**src/sv/line_clip_color_interp_assert.svh**
```systemverilog
// ---------------------------------------------------------------------------
// Assertion macros for the segment clipper
// Clocked implication checks that compile away in synthesis.
// ---------------------------------------------------------------------------
`ifndef LINE_CLIP_COLOR_INTERP_ASSERT_SVH
`define LINE_CLIP_COLOR_INTERP_ASSERT_SVH
`ifndef SYNTHESIS
// Same-cycle implication.
`define LCCI_ASSERT_IMP(label, clk, rst, pre, post, msg) \
  label: assert property (@(posedge clk) disable iff (rst) (pre) |-> (post)) else $error(msg);
// Next-cycle implication.
`define LCCI_ASSERT_NXT(label, clk, rst, pre, post, msg) \
  label: assert property (@(posedge clk) disable iff (rst) (pre) |=> (post)) else $error(msg);
`else
`define LCCI_ASSERT_IMP(label, clk, rst, pre, post, msg)
`define LCCI_ASSERT_NXT(label, clk, rst, pre, post, msg)
`endif
`endif

```
**src/sv/lcci_pkg.sv**
```systemverilog
// ---------------------------------------------------------------------------
// lcci_pkg
// Shared types and constants of the segment clipper.
// ---------------------------------------------------------------------------
`default_nettype none

package lcci_pkg;

  // Window boundaries in the order they are tested.
  typedef enum logic [1:0] {
    BOUND_LEFT   = 2'd0,
    BOUND_RIGHT  = 2'd1,
    BOUND_BOTTOM = 2'd2,
    BOUND_TOP    = 2'd3
  } bound_t;

  localparam int NUM_BOUNDS = 4;
  localparam int COLOR_BITS = 8;

  // Interpolation lanes: x, y, red, green, blue for each clipped end.
  localparam int LANE_GROUP = 5;
  localparam int LANES      = 2 * LANE_GROUP;

  // Per-item flags that ride along with the divider row.
  typedef struct packed {
    logic             seen;
    logic             clip_end;
    logic             clip_start;
    logic [LANES-1:0] neg;
  } lane_flags_t;

endpackage

`default_nettype wire

```
**src/sv/lcci_div_cell.sv**
```systemverilog
// ---------------------------------------------------------------------------
// lcci_div_cell
// One quotient bit of a restoring divider, for all interpolation lanes.
// ---------------------------------------------------------------------------
`default_nettype none

module lcci_div_cell #(
  parameter int AW  = 37,
  parameter int DW  = 17,
  parameter int QB  = 17,
  parameter int BIT = 0
) (
  input  logic                                  clk,
  input  logic                                  advance,
  input  logic [lcci_pkg::LANES-1:0][AW-1:0]    rem_in,
  input  logic [lcci_pkg::LANES-1:0][QB-1:0]    quo_in,
  input  logic [lcci_pkg::LANES-1:0][DW-1:0]    div_in,
  output logic [lcci_pkg::LANES-1:0][AW-1:0]    rem,
  output logic [lcci_pkg::LANES-1:0][QB-1:0]    quo,
  output logic [lcci_pkg::LANES-1:0][DW-1:0]    div
);

  logic [lcci_pkg::LANES-1:0][AW-1:0] rem_next;
  logic [lcci_pkg::LANES-1:0][QB-1:0] quo_next;

  // Subtract the shifted divisor where it fits and set this quotient bit.
  always_comb begin
    logic [AW-1:0] trial;
    logic          fits;
    for (int i = 0; i < lcci_pkg::LANES; i++) begin
      trial       = AW'(div_in[i]) << BIT;
      fits        = rem_in[i] >= trial;
      rem_next[i] = fits ? (rem_in[i] - trial) : rem_in[i];
      quo_next[i] = quo_in[i] | (fits ? (QB'(1) << BIT) : QB'(0));
    end
  end

  always_ff @(posedge clk) begin
    if (advance) begin
      rem <= rem_next;
      quo <= quo_next;
      div <= div_in;
    end
  end

endmodule

`default_nettype wire

```
**config.mk**
```make
export PLATFORM = sky130hd
export DESIGN_NAME = lcci_div_cell
export DESIGN_NICKNAME = d
export VERILOG_FILES = /design/src/sv/line_clip_color_interp_assert.svh /design/src/sv/lcci_pkg.sv /design/src/sv/lcci_div_cell.sv
export SDC_FILE = /design/constraint.sdc
export NUM_CORES = 1
export LEC_CHECK = 0
export BUFFER_PORTS_ARGS = -buffer_cell sky130_fd_sc_hd__buf_2
export CAP_MARGIN = 20
export CORE_AREA = 2 2 549 551
export DETAILED_ROUTE_END_ITERATION = 16
export DIE_AREA = 0 0 551 553
export PLACE_DENSITY = 0.3
export SYNTH_ARGS = -nofsm -noshare
export SYNTH_HDL_FRONTEND = slang
export SYNTH_SLANG_ARGS = --single-unit
```
**constraint.sdc**
```tcl
create_clock -name clk -period 3.85 [get_ports clk]
set_clock_uncertainty 0.2 [all_clocks]
set_input_delay 0.1925 -clock clk [delete_from_list [all_inputs] [get_ports clk]]
set_output_delay 0.1925 -clock clk [all_outputs]
set_load 0.005 [all_outputs]
```
==> summary.md <==
| Metric | Value |
|---|---|
| Top cell type by total area after synthesis | edfxtp_1 |
| Clk pwr share | 38.7% |
| Largest net degree at the start of global routing | 108 |
| CP startpoint | rem_in[360] |
| Aggregate global routing overflow | 0 |
| Crit-path cells | dlygate4sd3_1, buf_2, or4_1, or4b_2, nor3_2, buf_4, and3_2, o31a_1, nor3_2, buf_4, nand4b_1, xnor2_1, dlygate4sd3_1 |
| Root buf cell | clkbuf_16 |
| Num CTS Buffers | 103 |
| DR DRC count | 0 |
| Nets@finish | 6955 |
| Sequential area share after synthesis | 58.1% |
| Min Tclk post-route | 3.83 ns |
| Synthesized-area fraction occupied by adder cells | 6.35% |
| DR pass1 iterations | 5 |
| Area share of and/or/nand/nor cells after synthesis | 13.2% |
| DRT Wirelength | 227 mm |
| Core Rows | 201 |
| Crit path DAT | 4.19 ns |
| Number of global-route vias before repair | 39000 |
| Final worst-path cycle share | 99.4% |
| Critical path depth | 13 |
| Post-synth EDFFs | 710 |
| Initial Util | 12.3% |
| First-pass GRT wire length | 308 mm |
| Initial antenna violation count | 127 |
| Average wire per standard cell | 22.4 microns |
| Compound-gate portion of the synthesized area | 10.7% |
| Top post-synthesis cells by area | edfxtp_1, ha_1, xor2_1, xnor2_1, nand2_1 |
| Num Clock Sinks | 710 |
| Ys async rst share | 0% |
| Cell count after synthesis | 3113 |
| Share of layout cells above drive strength 1 | 29.5% |
| Sequential share of power | 38.5% |
| Via count | 37100 |
| Largest delay share family, worst path | simple AND/OR/NAND/NOR gates |
| Die area | 305000 sq um |
| Placed Instances | 8547 |
| Critical Path End | rem[368] |
| GP Congestion | 0.841 |
| Violated checks | negative hold slack |
| I/O pin count | 1422 |
| Largest family of logic cells by synthesized area | simple AND/OR/NAND/NOR gates |
| Endpoints failing setup | 0 |
| Total track usage | 14.3% |
| Port buffer count | 1421 |
| Synth top area share | 58.1% |
| Mapped Area | 36700 sq um |
| TritonCTS clock tree | built |
| Yosys cell types | 80 |
| Switching portion of total power | 28.9% |
| Endpoint class of the critical path | flop |
| PD cells | 378 nW/um^2 |
| Initial detailed-routing violation count | 2169 |
| Max FO, Critical Path | 4 |
| Synthesis Warnings | 0 |
| Area Overhead vs Synth | 82.8% |
| Worst hold margin | -0.00822 ns |
| Net Count, Synth | 4005 |
| Slowest-stage cell, CP | or4b_2 |
| Final count of hold timing violations | 2 |
| WP buf/inv | 5 |
| Core area | 299000 sq um |
| Actual slew at the worst max-slew pin | 0.726 ns |
| VDD IR max | 0.363 mV |
| Combinational fraction of design power | 22.8% |
| Max-cap viol count | 0 |
| Die X | 551 microns |
| DP Wirelength | 188 mm |
| H-tree depth | 3 |
| Die Y | 553 microns |
| Slowest cell delay on critical path | 0.70 ns |
| Post-Synth XOR/XNOR Area | 7.55% |
| Most used DFF post-synth | edfxtp_1 |
| Switching pwr | 7.31 mW |
| DRT antenna net count | 0 |
| Tot Pwr | 25.3 mW |
| Fmax | 261 MHz |
| Mux cell area share after synthesis | 0.962% |
| Fillers | 32700 |
| Mapped Avg Cell Area | 11.8 sq um |
| Worst Setup Start Kind | input pin |
| Maximum clock insertion buffer count | 4 |
| Status | complete, but fails checks |
| Post-synthesis register bit count | 710 |
| Clock transition at path regs | 0.07 ns |
| Max-slew violations | 0 |
| LEAKAGE | 27.2 nW |
| Internal Power | 18.0 mW |
| Hold WC Path Type | in -> reg |
| Slew margin rel. | 50.8% |
| Crit path kind | in -> reg |
| Via density | 3.66 |
| Required time worst endpoint | 4.22 ns |
| Fin cells | 10100 |
per-stage QoR:
step	hold slack [ns]	setup TNS (ns)	setup WS, ns	instance area (sq um)	utilization (%)
after floorplan	0.0914	0	0.561	36700	-
after global placement	0.170	-0.350	-0.0941	49500	16.6
after detailed placement	0.171	-0.264	-0.0721	49500	16.6
after CTS	0.00337	0	0.00946	66600	22.3
after global routing	0.00197	-0.0276	-0.0236	67000	22.4
final	-0.00822	0	0.0232	67000	22.4
synth_stat cells (all sizes together), types with 25 or more instances:
cell	number
a211oi	29
a21o	72
a21oi	161
clkbuf	56
edfxtp	710
ha	170
inv	228
mux2	26
nand2	251
nand2b	39
nand3	59
nand4	33
nor2	212
nor3	113
nor4	52
o21a	26
o21ai	170
o31ai	28
or3	41
or4	25
xnor2	156
xor2	160
cell families (layout without fill, tap and decap cells):
kind of cell    count (synthesis)  count (layout)
flops                         710             710
xor+xnor                      316             316
compound gates                622             622
buf+inv                       295            3324
simple gates                  958             958
other cells                     0              44
fa+ha+maj                     180             180
mux                            32              32
layout by cell type, fill, tap and decap left out, types with 26 or more instances in the layout:
cell,instances
a21o_1,72
a21oi_1,157
buf_2,1418
buf_4,112
clkbuf_16,105
diode_2,44
dlygate4sd3_1,1365
edfxtp_1,710
ha_1,168
inv_1,228
mux2_2,26
nand2_1,251
nand2b_1,39
nand3_1,59
nand4_1,33
nor2_1,210
nor3_1,103
nor4_1,46
o21ai_0,166
or3_1,38
xnor2_1,156
xor2_1,160
worst min-delay path, stage by stage:
cell and delay (ns):
buf_2 0.11, or4_4 0.18, or2_2 0.19, nor3_1 0.08, xor2_1 0.12
what timing repair did:
item,CTS,global route
buffers inserted,0,4
endpoints found under the hold margin,890,0
resized for setup,0,67
hold buffers,1365,0
setup endpoints to repair,0,85
cell type report:
type | instances | area (sq um) | area share (%)
clock buffer | 120 | 2680 | 4.00
timing repair buffer | 2912 | 21900 | 32.7
tap | 3958 | 4950 | 7.39
antenna | 44 | 110 | 0.164
clock inverter | 64 | 657 | 0.980
sequential | 710 | 21300 | 31.8
multi-input combinational | 2108 | 14500 | 21.7
inverter | 228 | 856 | 1.28
flip-flops by register name, indices dropped and copies added, names as in the netlist:
signal / cells
quo: 170
rem: 370
div: 170
metal layers:
metal  part of all wire [%]  GRT usage (%)  vias up
li1                       -              -    17500
met1                     42           17.6    17900
met2                     47           24.1     1326
met3                    8.5           4.23      286
met4                    2.6           3.72       50
met5                   0.14              0        -
power groups by stage:
stage	clock network (mW)	logic [mW]	registers, mW
5_1_grt	10.5	6.28	9.82
2_1_floorplan	0	1.57	9.92
3_5_place_dp	0	4.44	9.90
3_3_place_gp	0	4.47	9.91
4_1_cts	10.2	5.84	9.76
6_report	9.80	5.76	9.74
how the worst min path moves through the flow:
stage                 from       end  slack, ns  depth (start not counted)
6_report       rem_in[359]  rem[361]     -0.008                          5
5_1_grt        rem_in[356]  rem[361]      0.002                          5
4_1_cts          div_in[5]    div[5]      0.003                          2
3_5_place_dp   quo_in[115]  quo[115]       0.17                          1
3_3_place_gp   quo_in[151]  quo[151]       0.17                          1
2_1_floorplan    div_in[0]    div[0]       0.09                          0
Power figures use the tool's default switching activity.
