File: config.mk
export PLATFORM = sky130hd
export DESIGN_NAME = lcci_edge_cell
export DESIGN_NICKNAME = d
export VERILOG_FILES = /design/src/sv/lcci_pkg.sv /design/src/sv/lcci_edge_cell.sv
export VERILOG_INCLUDE_DIRS = /design/src /design/src/sv
export SDC_FILE = /design/constraint.sdc
export NUM_CORES = 2
export LEC_CHECK = 0
export BUFFER_PORTS_ARGS = -buffer_cell sky130_fd_sc_hd__buf_2
export CAP_MARGIN = 20
export CORE_UTILIZATION = 45
export CTS_CLUSTER_SIZE = 8
export DETAILED_ROUTE_END_ITERATION = 8
export GPL_TIMING_DRIVEN = 0
export MAX_ROUTING_LAYER = met4
export PLACE_DENSITY = 0.63
export SLEW_MARGIN = 30
export SYNTH_ARGS = -nofsm -noshare
export SYNTH_HDL_FRONTEND = slang
export SYNTH_SLANG_ARGS = --single-unit
File: constraint.sdc
create_clock -name clk -period 10 [get_ports clk]
set_input_delay 1 -clock clk [delete_from_list [all_inputs] [get_ports clk]]
set_output_delay 1 -clock clk [all_outputs]
set_load 0.1 [all_outputs]
File: src/sv/line_clip_color_interp_assert.svh
// ---------------------------------------------------------------------------
// Assertion macros for the segment clipper
// Clocked implication checks that compile away in synthesis.
// ---------------------------------------------------------------------------
`ifndef LINE_CLIP_COLOR_INTERP_ASSERT_SVH
`define LINE_CLIP_COLOR_INTERP_ASSERT_SVH
`ifndef SYNTHESIS
// Same-cycle implication.
`define LCCI_ASSERT_IMP(label, clk, rst, pre, post, msg) \
  label: assert property (@(posedge clk) disable iff (rst) (pre) |-> (post)) else $error(msg);
// Next-cycle implication.
`define LCCI_ASSERT_NXT(label, clk, rst, pre, post, msg) \
  label: assert property (@(posedge clk) disable iff (rst) (pre) |=> (post)) else $error(msg);
`else
`define LCCI_ASSERT_IMP(label, clk, rst, pre, post, msg)
`define LCCI_ASSERT_NXT(label, clk, rst, pre, post, msg)
`endif
`endif

File: src/sv/lcci_pkg.sv
// ---------------------------------------------------------------------------
// lcci_pkg
// Shared types and constants of the segment clipper.
// ---------------------------------------------------------------------------
`default_nettype none

package lcci_pkg;

  // Window boundaries in the order they are tested.
  typedef enum logic [1:0] {
    BOUND_LEFT   = 2'd0,
    BOUND_RIGHT  = 2'd1,
    BOUND_BOTTOM = 2'd2,
    BOUND_TOP    = 2'd3
  } bound_t;

  localparam int NUM_BOUNDS = 4;
  localparam int COLOR_BITS = 8;

  // Interpolation lanes: x, y, red, green, blue for each clipped end.
  localparam int LANE_GROUP = 5;
  localparam int LANES      = 2 * LANE_GROUP;

  // Per-item flags that ride along with the divider row.
  typedef struct packed {
    logic             seen;
    logic             clip_end;
    logic             clip_start;
    logic [LANES-1:0] neg;
  } lane_flags_t;

endpackage

`default_nettype wire

File: src/sv/lcci_edge_cell.sv
// ---------------------------------------------------------------------------
// lcci_edge_cell
// One boundary test of the parametric clipper, registered.
// ---------------------------------------------------------------------------
`default_nettype none
`include "line_clip_color_interp_assert.svh"

module lcci_edge_cell #(
  parameter int              COORD_BITS = 16,
  parameter lcci_pkg::bound_t BOUND     = lcci_pkg::BOUND_LEFT
) (
  input  logic                         clk,
  input  logic                         rst,
  input  logic                         advance,
  input  logic signed [COORD_BITS-1:0] x0,
  input  logic signed [COORD_BITS-1:0] y0,
  input  logic signed [COORD_BITS-1:0] x1,
  input  logic signed [COORD_BITS-1:0] y1,
  input  logic                         vis_in,
  input  logic signed [COORD_BITS:0]   en_in,
  input  logic signed [COORD_BITS:0]   ed_in,
  input  logic signed [COORD_BITS:0]   ln_in,
  input  logic signed [COORD_BITS:0]   ld_in,
  output logic                         vis,
  output logic signed [COORD_BITS:0]   en,
  output logic signed [COORD_BITS:0]   ed,
  output logic signed [COORD_BITS:0]   ln,
  output logic signed [COORD_BITS:0]   ld
);

  localparam int PW = COORD_BITS + 1;
  localparam int EW = COORD_BITS + 2;
  localparam logic signed [EW-1:0] ONE = EW'(2 ** (COORD_BITS - 4));
  localparam bit X_AXIS = (BOUND == lcci_pkg::BOUND_LEFT) || (BOUND == lcci_pkg::BOUND_RIGHT);
  localparam bit LOW_SIDE = (BOUND == lcci_pkg::BOUND_LEFT) || (BOUND == lcci_pkg::BOUND_BOTTOM);

  logic signed [EW-1:0]   p0, p1, dp, den_w, num_w;
  logic signed [PW-1:0]   den, num;
  logic signed [2*PW-1:0] num_ld, ln_den, num_ed, en_den;
  logic                   gt_exit, gt_entry, den_pos, den_neg, reject;

  // Boundary test pair taken from the axis and side of this cell.
  always_comb begin
    p0    = X_AXIS ? EW'(x0) : EW'(y0);
    p1    = X_AXIS ? EW'(x1) : EW'(y1);
    dp    = p1 - p0;
    den_w = LOW_SIDE ? dp : -dp;
    num_w = LOW_SIDE ? (-ONE - p0) : (p0 - ONE);
    den   = $signed(den_w[PW-1:0]);
    num   = $signed(num_w[PW-1:0]);
  end

  // Cross products compare num/den against the exit and entry parameters.
  assign num_ld = num * ld_in;
  assign ln_den = ln_in * den;
  assign num_ed = num * ed_in;
  assign en_den = en_in * den;

  always_comb begin
    gt_exit  = num_ld > ln_den;
    gt_entry = num_ed > en_den;
    den_pos  = !den[PW-1] && (den != '0);
    den_neg  = den[PW-1];
    if (den_pos) begin
      reject = gt_exit;
    end else if (den_neg) begin
      reject = gt_entry;
    end else begin
      reject = !num[PW-1] && (num != '0);
    end
  end

  // Hand the parameters to the next boundary.
  always_ff @(posedge clk) begin
    if (advance) begin
      vis <= vis_in && !reject;
      en  <= en_in;
      ed  <= ed_in;
      ln  <= ln_in;
      ld  <= ld_in;
      if (vis_in && den_pos && gt_entry) begin
        en <= num;
        ed <= den;
      end
      if (vis_in && den_neg && gt_exit) begin
        ln <= -num;
        ld <= -den;
      end
    end
  end

  `LCCI_ASSERT_NXT(a_reject_sticky, clk, rst, advance && !vis_in, !vis, "rejected segment became visible")
  `LCCI_ASSERT_NXT(a_stall_hold, clk, rst, !advance, $stable(vis) && $stable(en) && $stable(ln), "edge cell changed during stall")

endmodule

`default_nettype wire

==> flow_metrics.py <==
metrics = {
    "logic_synthesis": {
        "syn_inst": 5415,
        "synth-edff-count": 69,
        "synth_seq_area_share_pct": 4.193,
        "ys_seq_elements": 69,
        "yosys_warnings": 0,
        "synth_cell_types": 86,
        "synth_flop_cell": "edfxtp_1",
        "synthesis.nets": 7165,
        "synth_area_um2": 49410,
        "syn_area_per_cell_um2": 9.125,
        "async_reset_ff_share_pct": 0,
    },
    "global_route": {
        "grt_pass1_vias": 41000,
        "grt_max_degree": 53,
        "grt_use_total_pct": 32.48,
        "overflow": 0,
        "grt_antenna_before_repair": 20,
        "grt_first_pass_wirelength_um": 257100,
    },
    "hold_path": {
        "hold_depth": 1,
        "hp-class": "input pin to flip-flop",
        "min_from": "advance",
        "min_to": "ld[5]$_DFFE_PP_",
    },
    "timing": {
        "finalMaxSlewViolations": 0,
        "period_needed_ps": 10360,
        "period_share_pct": 103.6,
        "worstMarginPinSlew_ps": 1071,
        "setup_violations": 69,
        "fmax_ghz": 0.09653,
        "max-slew-margin-rel_pct": 28.61,
        "fin_ws_ps": -359.4,
        "fin_worst_hold_slack_ps": 965.1,
        "finalHoldViolCount": 0,
        "rsz0062_at_grt": "true",
    },
    "clock_tree": {
        "cts_buffer_depth": 2,
        "ctsHoldBuffers": 0,
        "clk_pin_slew_ps": 90,
        "tritoncts": "built",
        "htreeDepth": 3,
        "root_buffer": "clkbuf_16",
        "cts_buffers": 9,
        "clock_sinks": 69,
    },
    "worst_setup_path": {
        "cp_common_cell": "a21o_1",
        "cpPeakStageDelay_ps": 550,
        "path_class": "input pin to flip-flop",
        "crit_slowest_cell": "fa_1",
        "cp-start-kind": "input pin",
        "cp.required_ps": 10150,
        "arrival_ps": 10510,
        "endpoint_kind": "flip-flop",
        "path_max_fanout": 8,
    },
    "route": {
        "totalWireLength_um": 172800,
        "via_per_inst": 5.484,
        "route.detailed.wl_per_inst_um": 24.05,
        "drtPass1Iterations": 8,
        "num_vias": 39400,
        "drt_iter0_drc": 3302,
        "drtAntennaViolNets": 0,
        "route.detailed.drc": 0,
    },
    "floorplan": {
        "dieArea_um2": 111100,
        "boundaryPins": 205,
        "die-height_um": 333.4,
        "initial_utilization_pct": 45.39,
        "core.rowCount": 121,
        "core-area_um2": 108900,
        "die_w_um": 333.4,
    },
    "cells_and_area": {
        "syn_to_final_growth_pct": 16.43,
        "nets": 7504,
        "drive_above_1_share_pct": 14.69,
    },
    "placed_design": {
        "dp_hpwl_um": 136600,
        "gpl.final_weighted_congestion": 0.9944,
        "numPortBuffers": 143,
    },
    "flow_run": {
        "cap_viol_max_count": 0,
    },
    "status": {
        "status": "finished, violations left",
        "failed_checks": "setup timing",
    },
}
-- layout make-up --
cell class | count | area, um2
fill | 9797 | 51330
timing repair buffer | 334 | 2611
buffer | 231 | 2036
antenna | 11 | 27.53
clock buffer | 9 | 225.2
inverter | 1282 | 4855
clock inverter | 7 | 65.06
tap | 1414 | 1769
sequential | 69 | 2072
multi-input combinational | 3827 | 43870
-- per-stage QoR --
step | instance area (um2) | instances | setup WS, ps | TNS, ps | util, %
final | 57530 | 7184 | -359.4 | -19580 | 52.85
after global placement | 52020 | 6972 | -4126 | -262750 | 47.79
after floorplan | 49540 | 5415 | 6.524 | 0 | -
after detailed placement | 52240 | 6982 | -3385 | -205390 | 47.99
after global routing | 57510 | 7178 | -595.3 | -35530 | 52.83
after CTS | 56250 | 7137 | -198.8 | -8616 | 51.67
-- critical path: cells and delay by family --
family                     cells  cell delay (ps)
buffers and inverters          8             1000
and+or+nand+nor                3              450
xor gates and xnor gates       2              270
AOI/OAI and AO/OA             18             3670
muxes                          1              340
adders and majority gates      9             3730
-- cell usage after synthesis, types with 8 or more instances --
library cell | instances | area [um2]
o211ai_1 | 13 | 97.59
xnor2_1 | 139 | 1217
nor2_1 | 111 | 416.7
a21o_1 | 71 | 533.0
nand4_1 | 26 | 162.7
and3_1 | 17 | 106.4
buf_1 | 23 | 86.33
nand2_1 | 738 | 2770
nand3_1 | 32 | 160.2
o21a_1 | 19 | 142.6
o21ai_1 | 12 | 60.06
and2_1 | 387 | 2421
nor2b_1 | 86 | 538.0
nand2b_1 | 54 | 337.8
xor2_1 | 48 | 420.4
a211oi_1 | 13 | 97.59
a211o_1 | 8 | 70.07
a21oi_1 | 124 | 620.6
ha_1 | 429 | 5368
nor3_1 | 39 | 195.2
fa_1 | 1185 | 23720
clkbuf_1 | 201 | 754.5
o21ai_0 | 92 | 460.4
o2111ai_1 | 8 | 70.07
edfxtp_1 | 69 | 2072
or3_1 | 14 | 87.58
mux2_2 | 31 | 349.1
a31oi_1 | 9 | 56.30
buf_2 | 12 | 60.06
inv_1 | 1280 | 4805
o21bai_1 | 13 | 97.59
-- sequential cells by signal (all words and copies together) (netlist names) --
| name | cells |
|---|---|
| ed | 17 |
| en | 17 |
| ld | 17 |
| vis | 1 |
| ln | 17 |
-- what timing repair did --
item	4_1_cts	5_1_grt
resized for setup	605	236
cloned	6	4
pin swaps	120	80
setup endpoints to repair	69	69
setup buffers	138	34
-- worst max path at each step --
stage | startpoint | slack, ps | end
after global routing | x0[1] | -600 | en[7]$_DFFE_PP_
final | x1[3] | -360 | ld[15]$_DFFE_PP_
after detailed placement | x0[0] | -3390 | ln[13]$_DFFE_PP_
after global placement | x0[0] | -4130 | ln[13]$_DFFE_PP_
after floorplan | x1[0] | 7 | ed[11]$_DFFE_PP_
after CTS | x0[1] | -200 | ld[15]$_DFFE_PP_
-- routing by layer --
layer | part of all wire (%) | global-route usage [%] | routed length, um | up-vias
met2 | 45 | 49.27 | 77310 | 1876
met4 | 5.7 | 14.25 | 9863 | 0
li1 | - | - | - | 16880
met3 | 10 | 7.134 | 17270 | 413
met1 | 40 | 41.79 | 68310 | 20220
met5 | 0 | - | 0 | -
-- logic make-up (layout without fill, tap and decap cells) --
kind of cell | count (synthesis) | after routing | synth area share, %
adders and majority gates | 1614 | 1614 | 58.88
and+or+nand+nor | 1546 | 1546 | 15.32
buffers and inverters | 1519 | 1863 | 11.59
AOI/OAI and AO/OA | 446 | 446 | 5.900
xor gates and xnor gates | 189 | 189 | 3.403
DFF | 69 | 69 | 4.193
muxes | 32 | 32 | 0.7268
other | 0 | 11 | 0
-- cell usage in the layout, fill, tap and decap left out, types with 16 or more instances in the layout --
cell,instances
nand2b_1,52
nand3_1,29
nand4_1,26
clkbuf_4,16
nor3_1,29
xor2_1,45
clkbuf_1,96
inv_2,23
xnor2_1,113
clkbuf_16,37
mux2_4,29
nand2_4,16
fa_1,1163
xnor2_2,21
fa_2,22
ha_4,36
ha_1,387
buf_4,166
nand2_1,705
and2_1,381
a21o_1,71
nor2b_1,84
o21ai_0,52
nand2_2,17
buf_12,17
o21a_1,18
buf_2,134
a21oi_1,91
buf_8,16
o21ai_4,34
inv_1,1252
a21oi_2,31
buf_6,37
clkbuf_8,23
clkbuf_2,16
edfxtp_1,69
nor2_1,97
Power is left out: the tool's default activity adds up to more than one toggle a clock period on the data nets, which glitch-free logic cannot reach.
